--- config.mk ---
export PLATFORM = sky130hd
export DESIGN_NAME = gregorian_date_adder_unit
export DESIGN_NICKNAME = d
export VERILOG_FILES = /design/src/sv/gda_pkg.sv /design/src/sv/gregorian_date_adder_unit.sv
export SDC_FILE = /design/constraint.sdc
export NUM_CORES = 1
export LEC_CHECK = 0
export ABC_AREA = 1
export BUFFER_PORTS_ARGS = -buffer_cell sky130_fd_sc_hd__buf_2
export CAP_MARGIN = 20
export CORE_MARGIN = 2
export CORE_UTILIZATION = 55
export DETAILED_ROUTE_END_ITERATION = 10
export PLACE_DENSITY = 0.8
export SLEW_MARGIN = 5
export SYNTH_ARGS = -nofsm -noshare
export SYNTH_HDL_FRONTEND = slang
export SYNTH_SLANG_ARGS = --single-unit
--- constraint.sdc ---
create_clock -name clk -period 14.1 [get_ports clk]
set_input_delay 0.705 -clock clk [delete_from_list [all_inputs] [get_ports clk]]
set_output_delay 0.705 -clock clk [all_outputs]
set_load 0.02 [all_outputs]
--- src/sv/gda_pkg.sv ---
// Package for the Gregorian date adder: widths, codes, constants and month length.
package gda_pkg;

	localparam int YEAR_BITS = 15;
	localparam int YEAR_W    = 15;
	localparam int DAY_W     = 5;
	localparam int MONTH_W   = 4;
	localparam int COUNT_W   = 15;

	localparam logic [YEAR_W-1:0] YEAR_MAX = YEAR_W'((33'd1 << YEAR_BITS) - 33'd1);

	// floor(y / 25) = (y * RECIP_25) >> RECIP_SHIFT, exact for y < 91180
	localparam int RECIP_W     = 17;
	localparam int RECIP_SHIFT = 21;
	localparam logic [RECIP_W-1:0] RECIP_25 = RECIP_W'(83887);
	localparam int PROD_W      = YEAR_W + RECIP_W;
	localparam int Q25_W       = PROD_W - RECIP_SHIFT;
	localparam int MOD25_W     = 5;
	localparam logic [MOD25_W-1:0] MOD25_LAST = MOD25_W'(24);

	localparam logic [DAY_W-1:0]   DAY_FIRST  = DAY_W'(1);
	localparam logic [DAY_W-1:0]   DAY_LAST   = DAY_W'(31);
	localparam logic [MONTH_W-1:0] MONTH_JAN  = MONTH_W'(1);
	localparam logic [MONTH_W-1:0] MONTH_FEB  = MONTH_W'(2);
	localparam logic [MONTH_W-1:0] MONTH_DEC  = MONTH_W'(12);

	typedef enum logic [1:0] {
		CMD_DAYS   = 2'd0,
		CMD_MONTHS = 2'd1,
		CMD_YEARS  = 2'd2
	} cmd_t;

	typedef enum logic [1:0] {
		STAT_OK       = 2'd0,
		STAT_BAD_DATE = 2'd1,
		STAT_OVERFLOW = 2'd2
	} status_t;

	typedef enum logic [2:0] {
		S_IDLE,
		S_MUL,
		S_REM,
		S_DAY,
		S_MON,
		S_DONE
	} state_t;

	function automatic logic [DAY_W-1:0] month_len(input logic [MONTH_W-1:0] m,
		input logic leap);
		logic [DAY_W-1:0] len;
		case (m)
			4'd2: begin
				len = leap ? DAY_W'(29) : DAY_W'(28);
			end
			4'd4, 4'd6, 4'd9, 4'd11: begin
				len = DAY_W'(30);
			end
			default: begin
				len = DAY_W'(31);
			end
		endcase
		return len;
	endfunction

endpackage

--- src/sv/gregorian_date_adder_unit.sv ---
// Gregorian date adder: advances a date by a count of days, months or years.
//
// channel | signals                                          | direction
// in      | in_valid, in_ready, cmd, day_in, month_in,       | beat into block
//         | year_in, count                                   |
// out     | out_valid, out_ready, day_out, month_out,        | beat out of block
//         | year_out, status                                 |
//
// Days: a multiply (S_MUL) and a remainder step (S_REM) give the year mod 25, then one step per day.
// Months: one step per month. Years and bad dates go straight to the done state.
// One stepping sequencer; the block takes no new beat while it works.
// A finished result waits in the output register while the next beat is taken.
// arst_n clears the sequencer and the output valid.
module gregorian_date_adder_unit (
	input  logic                            clk,
	input  logic                            arst_n,
	input  logic                            in_valid,
	output logic                            in_ready,
	input  logic [1:0]                      cmd,
	input  logic [gda_pkg::DAY_W-1:0]       day_in,
	input  logic [gda_pkg::MONTH_W-1:0]     month_in,
	input  logic [gda_pkg::YEAR_W-1:0]      year_in,
	input  logic [gda_pkg::COUNT_W-1:0]     count,
	output logic                            out_valid,
	input  logic                            out_ready,
	output logic [gda_pkg::DAY_W-1:0]       day_out,
	output logic [gda_pkg::MONTH_W-1:0]     month_out,
	output logic [gda_pkg::YEAR_W-1:0]      year_out,
	output logic [1:0]                      status
);

	gda_pkg::state_t state_q, state_nxt;

	logic [gda_pkg::DAY_W-1:0]   d_q;
	logic [gda_pkg::MONTH_W-1:0] m_q;
	logic [gda_pkg::YEAR_W-1:0]  y_q;
	logic [gda_pkg::COUNT_W-1:0] cnt_q;
	logic [1:0]                  st_q;
	logic [gda_pkg::Q25_W-1:0]   q25_q;
	logic [gda_pkg::MOD25_W-1:0] y25_q;
	logic                        out_valid_q;

	logic                        accept;
	logic                        bad_date;
	logic [gda_pkg::YEAR_W-1:0]  y_in_m;
	logic [gda_pkg::YEAR_W:0]    y_sum;
	logic [gda_pkg::Q25_W-1:0]   prod;
	logic [gda_pkg::MOD25_W-1:0] rem25;
	logic                        leap;
	logic [gda_pkg::DAY_W-1:0]   mlen;
	logic                        day_wrap;
	logic                        year_end;
	logic                        out_load;

	assign accept   = in_valid && in_ready;
	assign y_in_m   = year_in & gda_pkg::YEAR_MAX;
	assign bad_date = (month_in == '0) || (month_in > gda_pkg::MONTH_DEC) || (day_in == '0);
	assign y_sum    = {1'b0, y_in_m} + {1'b0, count};
	assign prod     = gda_pkg::Q25_W'((gda_pkg::PROD_W'(y_q)
		* gda_pkg::PROD_W'(gda_pkg::RECIP_25)) >> gda_pkg::RECIP_SHIFT);
	assign rem25    = gda_pkg::MOD25_W'(y_q - gda_pkg::YEAR_W'(q25_q) * gda_pkg::YEAR_W'(25));
	assign leap     = (y_q[1:0] == 2'b00) && ((y25_q != '0) || (y_q[3:0] == 4'b0000));
	assign mlen     = gda_pkg::month_len(m_q, leap);
	assign day_wrap = d_q >= mlen;
	assign year_end = (m_q == gda_pkg::MONTH_DEC) && (y_q >= gda_pkg::YEAR_MAX);

	// next state
	always_comb begin
		state_nxt = state_q;
		case (state_q)
			gda_pkg::S_IDLE: begin
				if (accept) begin
					if (bad_date) begin
						state_nxt = gda_pkg::S_DONE;
					end else if (cmd == gda_pkg::CMD_DAYS) begin
						state_nxt = gda_pkg::S_MUL;
					end else if (cmd == gda_pkg::CMD_MONTHS) begin
						state_nxt = gda_pkg::S_MON;
					end else begin
						state_nxt = gda_pkg::S_DONE;
					end
				end
			end
			gda_pkg::S_MUL: begin
				state_nxt = gda_pkg::S_REM;
			end
			gda_pkg::S_REM: begin
				state_nxt = gda_pkg::S_DAY;
			end
			gda_pkg::S_DAY: begin
				if (cnt_q == '0 || (day_wrap && year_end)) begin
					state_nxt = gda_pkg::S_DONE;
				end
			end
			gda_pkg::S_MON: begin
				if (cnt_q == '0 || year_end) begin
					state_nxt = gda_pkg::S_DONE;
				end
			end
			gda_pkg::S_DONE: begin
				if (!out_valid_q || out_ready) begin
					state_nxt = gda_pkg::S_IDLE;
				end
			end
			default: begin
				state_nxt = gda_pkg::S_IDLE;
			end
		endcase
	end

	// outputs
	always_comb begin
		in_ready = (state_q == gda_pkg::S_IDLE);
		out_load = (state_q == gda_pkg::S_DONE) && (!out_valid_q || out_ready);
	end

	always_ff @(posedge clk or negedge arst_n) begin
		if (!arst_n) begin
			state_q     <= gda_pkg::S_IDLE;
			out_valid_q <= 1'b0;
		end else begin
			state_q <= state_nxt;
			if (out_load) begin
				out_valid_q <= 1'b1;
			end else if (out_ready) begin
				out_valid_q <= 1'b0;
			end
		end
	end

	always_ff @(posedge clk) begin
		case (state_q)
			gda_pkg::S_IDLE: begin
				if (accept) begin
					d_q   <= day_in;
					m_q   <= month_in;
					cnt_q <= count;
					if (bad_date) begin
						y_q  <= y_in_m;
						st_q <= gda_pkg::STAT_BAD_DATE;
					end else if (cmd == gda_pkg::CMD_YEARS
						&& y_sum > {1'b0, gda_pkg::YEAR_MAX}) begin
						y_q  <= gda_pkg::YEAR_MAX;
						st_q <= gda_pkg::STAT_OVERFLOW;
					end else if (cmd == gda_pkg::CMD_YEARS) begin
						y_q  <= y_sum[gda_pkg::YEAR_W-1:0];
						st_q <= gda_pkg::STAT_OK;
					end else begin
						y_q  <= y_in_m;
						st_q <= gda_pkg::STAT_OK;
					end
				end
			end
			gda_pkg::S_MUL: begin
				q25_q <= prod;
			end
			gda_pkg::S_REM: begin
				y25_q <= rem25;
			end
			gda_pkg::S_DAY: begin
				if (cnt_q != '0) begin
					cnt_q <= cnt_q - 1'b1;
					if (!day_wrap) begin
						d_q <= d_q + 1'b1;
					end else if (year_end) begin
						d_q  <= gda_pkg::DAY_LAST;
						st_q <= gda_pkg::STAT_OVERFLOW;
					end else if (m_q == gda_pkg::MONTH_DEC) begin
						d_q   <= gda_pkg::DAY_FIRST;
						m_q   <= gda_pkg::MONTH_JAN;
						y_q   <= y_q + 1'b1;
						y25_q <= (y25_q == gda_pkg::MOD25_LAST) ? '0 : y25_q + 1'b1;
					end else begin
						d_q <= gda_pkg::DAY_FIRST;
						m_q <= m_q + 1'b1;
					end
				end
			end
			gda_pkg::S_MON: begin
				if (cnt_q != '0) begin
					cnt_q <= cnt_q - 1'b1;
					if (year_end) begin
						st_q <= gda_pkg::STAT_OVERFLOW;
					end else if (m_q == gda_pkg::MONTH_DEC) begin
						m_q <= gda_pkg::MONTH_JAN;
						y_q <= y_q + 1'b1;
					end else begin
						m_q <= m_q + 1'b1;
					end
				end
			end
			default: begin
			end
		endcase
	end

	always_ff @(posedge clk) begin
		if (out_load) begin
			day_out   <= d_q;
			month_out <= m_q;
			year_out  <= y_q;
			status    <= st_q;
		end
	end

	assign out_valid = out_valid_q;

endmodule

* Word-level counts from Yosys, hierarchy flattened
Cells that the tools add are included.
** Cells by class
- Mux-type cells :: 51
- Order comparisons :: 4
- Equal/unequal tests :: 24
- Reduce and logical (&&, ||, !) cells :: 34
- Add/subtract/negate cells :: 7
- Multiply operators :: 2
** Operators by type and width (count)
- $mux W15 :: 11
- $mux W5 :: 9
- $pmux W15 S3 :: 1
- $mul A15 B17 Y32 const B :: 1
- $pmux W15 S2 :: 1
- $pmux W5 S2 :: 3
- $mux W4 :: 6
- $mux W3 :: 6
- $pmux W3 S6 :: 1
- $add A15 B15 Y16 :: 1
- $gt A16 B15 Y1 const B :: 1
- $ne A2 B2 Y1 const B :: 8
- $add A15 B1 Y15 const B :: 1
- $ge A15 B15 Y1 const B :: 1
- $logic_not A15 Y1 :: 1
- $reduce_bool A15 Y1 :: 1
- $sub A15 B1 Y15 const B :: 1
- $mux W2 :: 7
- $eq A4 B4 Y1 const B :: 3
- $pmux W4 S3 :: 1
- $mul A11 B5 Y5 const B :: 1
- $add A5 B1 Y5 const B :: 2
- $reduce_and A5 Y1 :: 2
- $eq A4 B3 Y1 const B :: 2
- 28 further kinds :: 50
** Storage, ports and cells
- Output and inout bits :: 28
- Logic and storage cells :: 135
- Input port bits :: 45
- Register bits :: 87

* Depth between registers and ports, before layout
Gate-level depths: netlist of the first run.
- Word-level depth :: 10
- Gate-level depth with buffers :: 23
- Mapped depth without buffers :: 23

* Least setup slack after synthesis of the first run
Ideal clock, no wire load.
- Path kind :: reg2reg
- From :: reg y_q[3] (netlist name)
- To :: reg q25_q[4] (netlist name) (data pin)
- Stages on the path, launching flop included :: 20
- Clock period less this slack :: 4.983 ns
- Setup slack :: 9.117 ns
- Library setup time :: 0.254 ns
- Data required time :: 13.846 ns
- Path buffers :: 0
- Arrival :: 4.729 ns
- Cells stage by stage :: edfxtp_1 -> inv_1 -> fa_1 -> inv_1 -> fa_1 -> fa_1 -> fa_1 -> fa_1 -> inv_1 -> fa_1 -> inv_1 -> ha_1 -> nand2_1 -> inv_1 -> a21oi_1 -> o21ai_0 -> nand3_1 -> nand3_1 -> nand2_1 -> nand2_1
** On the way
- Word-level cells in the longest chain between the ends :: 1
** Ends and longest elaborated chain
- start, declared :: RTL line gregorian_date_adder_unit.sv:36 : logic [gda_pkg::YEAR_W-1:0] y_q;
- start signal, assigned :: RTL line gregorian_date_adder_unit.sv:139 : y_q <= y_in_m;
- start signal, assigned :: RTL line gregorian_date_adder_unit.sv:143 : y_q <= gda_pkg::YEAR_MAX;
- start signal, assigned :: RTL line gregorian_date_adder_unit.sv:146 : y_q <= y_sum[gda_pkg::YEAR_W-1:0];
- $mul A15 B17 Y32 :: RTL line gregorian_date_adder_unit.sv:60 : * gda_pkg::PROD_W'(gda_pkg::RECIP_25)) >> gda_pkg::RECIP_SHIFT);
- net prod, one bit :: RTL line gregorian_date_adder_unit.sv:47 : logic [gda_pkg::Q25_W-1:0] prod;
- end signal, assigned :: RTL line gregorian_date_adder_unit.sv:155 : q25_q <= prod;
- end, declared :: RTL line gregorian_date_adder_unit.sv:39 : logic [gda_pkg::Q25_W-1:0] q25_q;
The timed path passes the listed nets, and every way through them passes these cells.
A chain may end at the register's enable or synchronous reset.

* Worst setup path after layout of the first run
- From :: reg y_q[2] (netlist name)
- To :: reg q25_q[4] (netlist name) (data pin)
The elaborated chain is that of the path after synthesis.

==> results of run 1 <==
==> worst paths after layout <==
kind	from	endpoint	slack, ns	cells after the start
max in group asynchronous	arst_n	out_valid$_DFFE_PN0P_	13.81	1
max	y_q[2]$_DFFE_PP_	q25_q[4]$_DFFE_PN_	8.72	20
min	arst_n	state_q[2]$_DFFE_PN0P_	0.15	1
min reg2reg	st_q[0]$_SDFFCE_PN0P_	status[0]$_DFFE_PP_	0.43	0
max reg2reg	y_q[2]$_DFFE_PP_	q25_q[4]$_DFFE_PN_	8.72	20
min in group clk	st_q[0]$_SDFFCE_PN0P_	status[0]$_DFFE_PP_	0.43	0
==> cell type report <==
cell class | instances | area, um2 | area share [%]
Multi-Input combinational cell | 838 | 6442 | 59.46
Sequential cell | 81 | 2412 | 22.26
Inverter | 260 | 980.9 | 9.053
Timing Repair Buffer | 75 | 382.9 | 3.533
Tap cell | 229 | 286.5 | 2.644
Clock buffer | 9 | 225.2 | 2.079
Clock inverter | 7 | 105.1 | 0.9700
==> cell families (layout without fill, tap and decap cells) <==
logic type,count (synthesis),after routing,synth area share [%]
flops,81,81,24.39
fa+ha+maj,219,219,34.54
buf+inv,269,351,10.50
compound gates,132,132,7.413
simple gates,456,456,20.42
xor+xnor,31,31,2.745
==> cell usage in the layout (no fill, tap or decap), types with 5 or more instances in the layout <==
cell type    n
o21ai_1     18
nand2_2      5
xor2_1      21
nor2_1      77
ha_1       129
fa_1        90
xnor2_1     10
inv_1      248
edfxtp_1    77
buf_2       72
nand2_1    253
nand4_1     23
inv_2        9
nor2_2       6
a31oi_1      5
clkbuf_16    9
o21ai_0     33
o21bai_1     5
nand3_1     59
a21oi_1     54
nor3_1      10
==> per-stage QoR <==
stage	instances	util [%]	setup WS (ns)	instance area (um2)	hold slack, ns
4_1_cts	1499	60.94	8.758	10840	0.1481
3_5_place_dp	1483	59.09	8.772	10510	0.4152
3_3_place_gp	1483	59.09	8.869	10510	0.4216
5_1_grt	1499	60.94	8.389	10840	0.1529
6_report	1499	60.94	8.723	10840	0.1516
2_1_floorplan	1188	-	9.117	9891	0.4003
==> flip-flops by register name, indices dropped and copies added, names as in the netlist <==
register   cells
cnt_q         15
y_q           15
out_valid      1
month_out      4
d_q            5
q25_q          5
year_out      15
st_q           2
m_q            4
y25_q          5
state_q        3
day_out        5
status         2
==> critical path: stages (launching register included) <==
cell and delay [ns]:
edfxtp_1 0.66, inv_1 0.21, fa_1 0.58, inv_1 0.10, ha_1 0.30, fa_1 0.51, inv_1 0.05, fa_1 0.47
inv_1 0.05, fa_1 0.52, inv_1 0.05, fa_1 0.49, inv_1 0.04, ha_1 0.35, nand2_1 0.12, nor2_1 0.18
nand3_1 0.10, nor2_1 0.11, nand2_1 0.08, nand4_1 0.09, nand2_1 0.05
==> layer usage <==
| metal | routed length (um) | global-route usage, % |
|---|---|---|
| met5 | 0 | 0 |
| met3 | 1419 | 4.053 |
| met1 | 10550 | 35.82 |
| met4 | 485 | 6.498 |
| met2 | 10650 | 38.43 |
==> results by group, run 1 <==
STA
  – Worst-margin pin slew: 0.9855 ns
  – Relative slew slack: 34.07%
  – Period Utilization, post-route: 38.14%
  – Clk_skew: 0.009524 ns
  – Unrepaired setup endpoints after global routing: false
  – Slew Limit Fails: 0
  – Fin crit period: 5.377 ns
  – Final setup violation count: 0
  – Fmax: 0.1860 GHz
  – Fin. Hold Viols: 0
  – Setup TNS: 0 ns

Yosys
  – Leading area contributor after synthesis: edfxtp_1
  – Post-synth EDFFs: 77
  – Ys async rst share: 4.938%
  – Mapped Area: 0.009891 mm2
  – Seq/Total Area, Yosys: 24.39%
  – Synth top cells by count: 253 x nand2_1, 248 x inv_1, 129 x ha_1
  – Seq cells post-synth: 81
  – Yosys warning total: 0
  – Largest cells by area after synthesis: edfxtp_1 23%, fa_1 18%, ha_1 16%, nand2_1 9.6%, inv_1 9.4%
  – Yosys cell types: 48
  – Share of the synthesized area in the top cell type: 23.38%
  – Post-Syn Area per Cell: 8.326 um2
  – Most numerous cell in the Yosys netlist: nand2_1
  – Gate Count Post-Synth: 1188
  – Syn nets: 1452
  – Ys flop type: edfxtp_1

Route
  – Drt pass-1 iters: 5
  – Remaining DRCs: 0
  – Via-per-instance ratio: 5.398
  – Final WL: 23100 um
  – Post-route ant nets: 0
  – DR iter-0 viols: 474
  – Via count: 8091
  – WL/cell: 15.41 um

Layout
  – Area Growth Syn to Fin: 9.551%
  – Net count reported at finish: 1529
  – Ratio of cells with drive above 1 in the final layout: 10.08%
  – Diodes inserted: 0
  – Filler Cell Count: 1539

Die
  – Starting density of the core: 55.63%
  – Die height: 138.1 um
  – Core region area: 0.01778 mm2
  – Num ports: 73
  – Die W: 138.1 um
  – Cell row count: 49
  – Die footprint: 0.01907 mm2

Placement
  – Routability cong.: 0.9304
  – IO buf count: 72
  – HPWL Detailed: 19070 um

CTS
  – Clock Tree Buf Depth: 2
  – H-tree Lvls: 3
  – Post-CTS sizing: 0
  – Worst-path clk slew: 0.07 ns
  – CTS Buf Count: 9
  – Clock sinks: 81
  – Root Buffer: clkbuf_16
  – Worst-Skew Late Latency: 0.36 ns
  – Hold-fix buffers at CTS: 0
  – Post-CTS Setup Bufs: 0
  – CTS tree: yes

Worst setup path
  – Max FO, Critical Path: 11
  – Crit path DAT: 5.49 ns
  – Crit Path Class: flop to flop
  – Crit path required time: 14.22 ns
  – Crit. End Element: flop
  – Setup crit start kind: flop

GRT
  – Largest net degree at the start of global routing: 50
  – First-pass GRT wire length: 37870 um
  – Global route overflow: 0
  – Gr usage total: 24.57%
  – Vias in the first global route: 7573
  – Initial antenna violation count: 0

Flow run
  – Max Cap Viol: 0

Hold path
  – Worst hold path type: input pin to asynchronous set/reset pin

Run status
  – Outcome: finished, final reports clean
Power of run 1 is left out: the tool's default activity adds up to more than one toggle a clock period on the data nets, which glitch-free logic cannot reach.
==> run 2, diff against run 1 <==
PLACE_DENSITY = 0.83   (was 0.8)
clock period = 4.3 ns   (was 14.1 ns; I/O delays follow)
==> run 2 against run 1 <==
Compared with the run above:
- the run now ends with setup timing left
- core utilization rose by 8.0 points
- cell count is 7.3% higher
- sequential cell count unchanged
- clock skew grew 0.0013 ns
- clock-buffer cell count stayed put
- first-iteration DRC count up 39%
- sequential share of layout area fell by 2.6 points
- worst hold slack lost 0.097 ns
- global-route usage rose by 2.9 points
- non-clock buffer count is 110 higher
- routed wire length increased by 15%
- setup slack worse by 9.3 ns
- largest cell class unchanged
==> results by group, run 2 (synthesis results as in run 1) <==
Run status
  – Outcome: finished with violations
  – Failing checks: setup timing

CTS
  – Clock Tree Buf Depth: 2 (unchanged)
  – H-tree Lvls: 3 (unchanged)
  – Worst-Skew Late Latency: 0.36 ns (about the same)
  – Worst-path clk slew: 0.07 ns (about the same)
  – Root Buffer: clkbuf_16
  – CTS Buf Count: 9 (unchanged)
  – Clock sinks: 81 (unchanged)
  – CTS tree: yes

Worst setup path
  – Bufs and invs on worst path: 4 (-2)
  – CP Depth: 18 (-10%)
  – Critical path's slowest cell: fa_1
  – Crit Path Class: flop to flop
  – Cell family with most CP delay: adder cells
  – Crit-path max cell delay: 0.53 ns (-0.13 ns)
  – R2R depth: 18 (-10%)
  – CP cell instances: buf_6, fa_1, inv_2, fa_1, fa_1, fa_1, fa_1, inv_1, fa_1, inv_2, ha_4, nand2_4, nor2_4, nand4_1, nor2_1, o21ai_1, nand4_1, nand2_1
  – Setup crit start kind: flop
  – Crit. End Element: flop
  – Max FO, Critical Path: 4 (-7)
  – Crit path DAT: 5.03 ns (-0.46 ns)
  – Cell mode on critical path: fa_1
  – Crit path required time: 4.42 ns (-9.80 ns)

Placement
  – HPWL Detailed: 20810 um (+9.1%)
  – Routability cong.: 0.9869 (+6.1%)
  – Placed instance area: 0.01135 mm2 (+8.1%)
  – IO buf count: 72 (unchanged)
  – DP Cell Count: 1569 (+5.8%)

STA
  – Fin. Hold Viols: 0 (unchanged)
  – Final setup violation count: 5 (+5)
  – Period Utilization, post-route: 114.0% (+76 points)
  – Relative slew slack: 56.81% (+23 points)
  – Fmax: 0.2039 GHz (+9.7%)
  – Final worst slack: -0.6033 ns (-9.326 ns)
  – Hold_ws: 0.05506 ns (-0.09657 ns)
  – Setup TNS: -2.604 ns (-2.604 ns)
  – Fin crit period: 4.903 ns (-0.4740 ns)
  – Clk_skew: 0.01084 ns (+0.001311 ns)
  – Unrepaired setup endpoints after global routing: true
  – Worst-margin pin slew: 0.6454 ns (-0.3401 ns)
  – Slew Limit Fails: 0 (unchanged)

Route
  – Post-route ant nets: 0 (unchanged)
  – Via count: 8747 (+8.1%)
  – DR iter-0 viols: 658 (+39%)
  – WL/cell: 16.44 um (+6.7%)
  – Final WL: 26460 um (+15%)
  – Drt pass-1 iters: 5 (unchanged)
  – Remaining DRCs: 0 (unchanged)
  – Via-per-instance ratio: 5.436 (+0.72%)

Die
  – Starting density of the core: 55.63% (unchanged)
  – Core region area: 0.01778 mm2 (unchanged)
  – Cell row count: 49 (unchanged)
  – Die height: 138.1 um (unchanged)
  – Num ports: 73 (unchanged)
  – Die footprint: 0.01907 mm2 (unchanged)
  – Die W: 138.1 um (unchanged)

Layout
  – Post-route cell area: 0.01225 mm2 (+13%)
  – Area Growth Syn to Fin: 23.90%
  – Diodes inserted: 0 (unchanged)
  – Net count reported at finish: 1639 (+7.2%)
  – Most common cell after layout, fill and taps aside: nand2_1
  – Ratio of cells with drive above 1 in the final layout: 24.42% (+14 points)
  – Most frequent cells in the layout: 240 x nand2_1, 226 x inv_1, 107 x buf_4
  – Fin cells: 1609 (+7.3%)
  – Filler Cell Count: 1285 (-17%)
  – Top Registers: cnt_q (15), y_q (15), year_out (15)

GRT
  – First-pass GRT wire length: 42490 um (+12%)
  – Gr usage total: 27.47% (+2.9 points)
  – Largest net degree at the start of global routing: 49 (-2.0%)
  – Initial antenna violation count: 0 (unchanged)
  – Global route overflow: 0 (unchanged)
  – Vias in the first global route: 8944 (+18%)

Hold path
  – Worst hold path type: input pin to flop
  – Hold Crit Depth: 2

Flow run
  – Max Cap Viol: 0 (unchanged)
[run 2: cell types whose count changed in the layout (fill, tap and decap cells not counted), sizes merged]
cell / before / now
buf: 75 / 184
clkinv: 2 / 4
dlygate4sd3: 0 / 1
inv: 262 / 261
clkinvlp: 1 / 0
[run 2: final timing paths]
path / from / endpoint / slack (ns)
setup / recovery: y_q[4]$_DFFE_PP_ / q25_q[3]$_DFFE_PN_ / -0.60
hold / removal: out_ready / out_valid$_DFFE_PN0P_ / 0.06
setup reg to reg: y_q[4]$_DFFE_PP_ / q25_q[3]$_DFFE_PN_ / -0.60
hold reg to reg: st_q[0]$_SDFFCE_PN0P_ / status[0]$_DFFE_PP_ / 0.42
max in group asynchronous: arst_n / state_q[2]$_DFFE_PN0P_ / 3.98
min in group asynchronous: arst_n / state_q[1]$_DFFE_PN0P_ / 0.19
[run 2: what timing repair did]
| item | CTS | global route |
|---|---|---|
| endpoints found under the hold margin | 4 | 0 |
| gates resized for setup | 56 | 19 |
| setup buffers | 18 | 5 |
| hold buffers | 1 | 0 |
| pin swaps | 40 | 18 |
| gates cloned | 0 | 0 |
| endpoints found under the setup margin | 5 | 5 |
[run 2: area by class of cell]
cell class	instances	area [um2]	share of cell area, %
Timing Repair Buffer	185	1230	10.04
Inverter	260	985.9	8.046
Tap cell	229	286.5	2.338
Clock inverter	7	108.9	0.8883
Sequential cell	81	2412	19.69
Clock buffer	9	225.2	1.838
Multi-Input combinational cell	838	7005	57.17
[run 2: layer usage]
layer  GRT usage (%)  share of wire (%)  wire, um  vias to the layer above
met5               0                  0         0                        -
met4           9.774                2.6       693                        0
met3           5.265                7.6      2018                       66
met2           47.58                 49     13090                      357
met1           34.51                 40     10660                     4148
li1                -                  -         -                     4176
[run 2: per-stage QoR]
stage	setup slack, ns	utilization (%)
2_1_floorplan	-0.3841	-
6_report	-0.6033	68.92
5_1_grt	-0.6965	68.92
4_1_cts	-0.4664	68.23
3_5_place_dp	-0.6678	63.85
3_3_place_gp	-0.6101	63.85
Power of run 2 is left out for the same reason.
==> run 3, diff against run 2 <==
--- a/config.mk
+++ b/config.mk
@@ -12,5 +12,7 @@
 export CORE_UTILIZATION = 55
 export DETAILED_ROUTE_END_ITERATION = 10
+export GPL_ROUTABILITY_DRIVEN = 0
 export PLACE_DENSITY = 0.83
+export SKIP_CTS_REPAIR_TIMING = 1
 export SLEW_MARGIN = 5
 export SYNTH_ARGS = -nofsm -noshare
==> constraint.sdc (replaced) <==
create_clock -name clk -period 4.3 [get_ports clk]
set_input_delay 0.86 -clock clk [delete_from_list [all_inputs] [get_ports clk]]
set_output_delay 0.86 -clock clk [all_outputs]
set_load 0.02 [all_outputs]
==> run 3 against run 2 <==
Compared with the run above:
- largest cell class unchanged
- sequential share of layout area is 0.14 points higher
- the flow still finishes with violations (setup timing)
- core utilization is 0.49 points lower
- critical endpoint unchanged
- cell count is 0.44% lower
- non-clock buffer count is 7 lower
==> results by group, run 3 (synthesis results as in run 1) <==
Route
  – Post-route ant nets: 0 (unchanged)
  – Via-per-instance ratio: 5.500 (+1.2%)
  – Drt pass-1 iters: 6 (+1)
  – DR iter-0 viols: 697 (+5.9%)
  – Final WL: 26590 um (+0.49%)
  – Remaining DRCs: 0 (unchanged)
  – WL/cell: 16.60 um (+0.93%)
  – Via count: 8811 (+0.73%)

Worst setup path
  – Crit path DAT: 5.21 ns (+0.18 ns)
  – Crit path launch: y_q[4]$_DFFE_PP_
  – Max FO, Critical Path: 4 (unchanged)
  – Crit. End Element: flop
  – R2R Path Start: y_q[4]$_DFFE_PP_
  – Reg-to-reg slack, setup: -0.80 ns (-0.20 ns)
  – Crit Reg-Reg Endpoint: q25_q[3]$_DFFE_PN_
  – Critical Path Sink: q25_q[3]$_DFFE_PN_
  – Cell mode on critical path: fa_1
  – Crit Path Class: flop to flop
  – Critical path's slowest cell: fa_1
  – R2R depth: 19 (+1)
  – Setup crit start kind: flop
  – Crit path required time: 4.41 ns (about the same)
  – CP cell instances: buf_4, ha_4, inv_1, fa_1, fa_1, inv_1, fa_1, fa_1, inv_1, fa_1, inv_1, ha_4, nand2_2, o21ai_0, nand2_1, nand2_1, nand3_1, nand4_1, nand2_1
  – Crit-path max cell delay: 0.57 ns (+0.04 ns)

Die
  – Cell row count: 49 (unchanged)
  – Die footprint: 0.01907 mm2 (unchanged)
  – Starting density of the core: 55.63% (unchanged)
  – Die W: 138.1 um (unchanged)
  – Core region area: 0.01778 mm2 (unchanged)
  – Die height: 138.1 um (unchanged)
  – Num ports: 73 (unchanged)

Placement
  – HPWL Detailed: 20700 um (-0.55%)
  – Worst slack at placement: -0.6807 ns (-0.01296 ns)
  – IO buf count: 72 (unchanged)
  – Placed instance area: 0.01135 mm2 (unchanged)

GRT
  – Largest net degree at the start of global routing: 49 (unchanged)
  – Initial antenna violation count: 0 (unchanged)
  – Global route overflow: 0 (unchanged)
  – Gr usage total: 26.37% (-1.1 points)
  – Vias in the first global route: 8576 (-4.1%)
  – First-pass GRT wire length: 40690 um (-4.2%)

STA
  – Relative slew slack: 58.64% (+1.8 points)
  – Clk_skew: 0.008307 ns (-0.002528 ns)
  – Worst-margin pin slew: 0.6181 ns (-0.02731 ns)
  – Final setup violation count: 5 (unchanged)
  – Fin. Hold Viols: 0 (unchanged)
  – Fmax: 0.1961 GHz (-3.8%)
  – Fin crit period: 5.099 ns (+0.1961 ns)
  – Setup TNS: -3.251 ns (-0.6474 ns)
  – Slew Limit Fails: 0 (unchanged)
  – Unrepaired setup endpoints after global routing: true
  – Final worst slack: -0.7994 ns (-0.1961 ns)
  – Period Utilization, post-route: 118.6% (+4.6 points)

Flow run
  – Max Cap Viol: 0 (unchanged)

Layout
  – Top Registers: cnt_q (15), y_q (15), year_out (15)
  – Ratio of cells with drive above 1 in the final layout: 23.96% (-0.46 points)
  – Net count reported at finish: 1632 (-0.43%)
  – Most frequent cells in the layout: 238 x nand2_1, 225 x inv_1, 105 x buf_4
  – Most common cell after layout, fill and taps aside: nand2_1
  – Area Growth Syn to Fin: 23.02%
  – Post-route cell area: 0.01217 mm2 (-0.71%)
  – Diodes inserted: 0 (unchanged)

Hold path
  – Worst hold path type: input pin to asynchronous set/reset pin

CTS
  – Clock sinks: 81 (unchanged)
  – CTS Buf Count: 9 (unchanged)
  – Worst-path clk slew: 0.07 ns (about the same)
  – Clock Tree Buf Depth: 2 (unchanged)
  – Worst-Skew Late Latency: 0.36 ns (about the same)
  – Root Buffer: clkbuf_16
  – H-tree Lvls: 3 (unchanged)
  – CTS tree: yes

Run status
  – Outcome: finished with violations
  – Failing checks: setup timing
==> run 3: stage by stage <==
step                      cells  utilization (%)  hold WS, ns
after floorplan            1188                -       0.4003
final                      1602            68.44       0.2878
after global placement     1569            63.85       0.4217
after detailed placement   1569            63.85       0.4171
after global routing       1602            68.44       0.2929
after CTS                  1585            65.85       0.2934
==> run 3: layout make-up <==
class                           instances  area [um2]
Inverter                              260       980.9
Tap cell                              229       286.5
Timing Repair Buffer                  178        1160
Sequential cell                        81        2412
Multi-Input combinational cell        838        6973
Fill cell                            1273        5612
Clock buffer                            9       225.2
Clock inverter                          7       130.1
==> run 3: worst min-delay path by stage <==
stage                             endpoint                  start  depth (start not counted)  slack, ns
finish              state_q[2]$_DFFE_PN0P_                 arst_n                          1       0.29
CTS                 state_q[2]$_DFFE_PN0P_                 arst_n                          1       0.29
detailed placement     status[0]$_DFFE_PP_  st_q[0]$_SDFFCE_PN0P_                          0       0.42
floorplan              status[0]$_DFFE_PP_  st_q[0]$_SDFFCE_PN0P_                          0       0.40
global placement       status[1]$_DFFE_PP_  st_q[1]$_SDFFCE_PN1P_                          0       0.42
global route        state_q[2]$_DFFE_PN0P_                 arst_n                          1       0.29
==> run 3: critical path: cells and delay by family (launching register included) <==
kind / cells / cell delay (ns)
buf+inv: 5 / 0.46
simple gates: 6 / 0.52
compound gates: 1 / 0.24
flops: 1 / 0.46
fa+ha+maj: 7 / 3.15
==> run 3: per-layer routing <==
| metal | vias to the layer above | wire (um) | share of wire (%) | track usage, % |
|---|---|---|---|---|
| met5 | - | 0 | 0 | 0 |
| met4 | 0 | 890 | 3.3 | 8.217 |
| met3 | 78 | 2163 | 8.1 | 6.269 |
| met2 | 399 | 13050 | 49 | 45.34 |
| met1 | 4142 | 10480 | 39 | 33.10 |
| li1 | 4192 | - | - | - |
Power of run 3 is left out for the same reason.
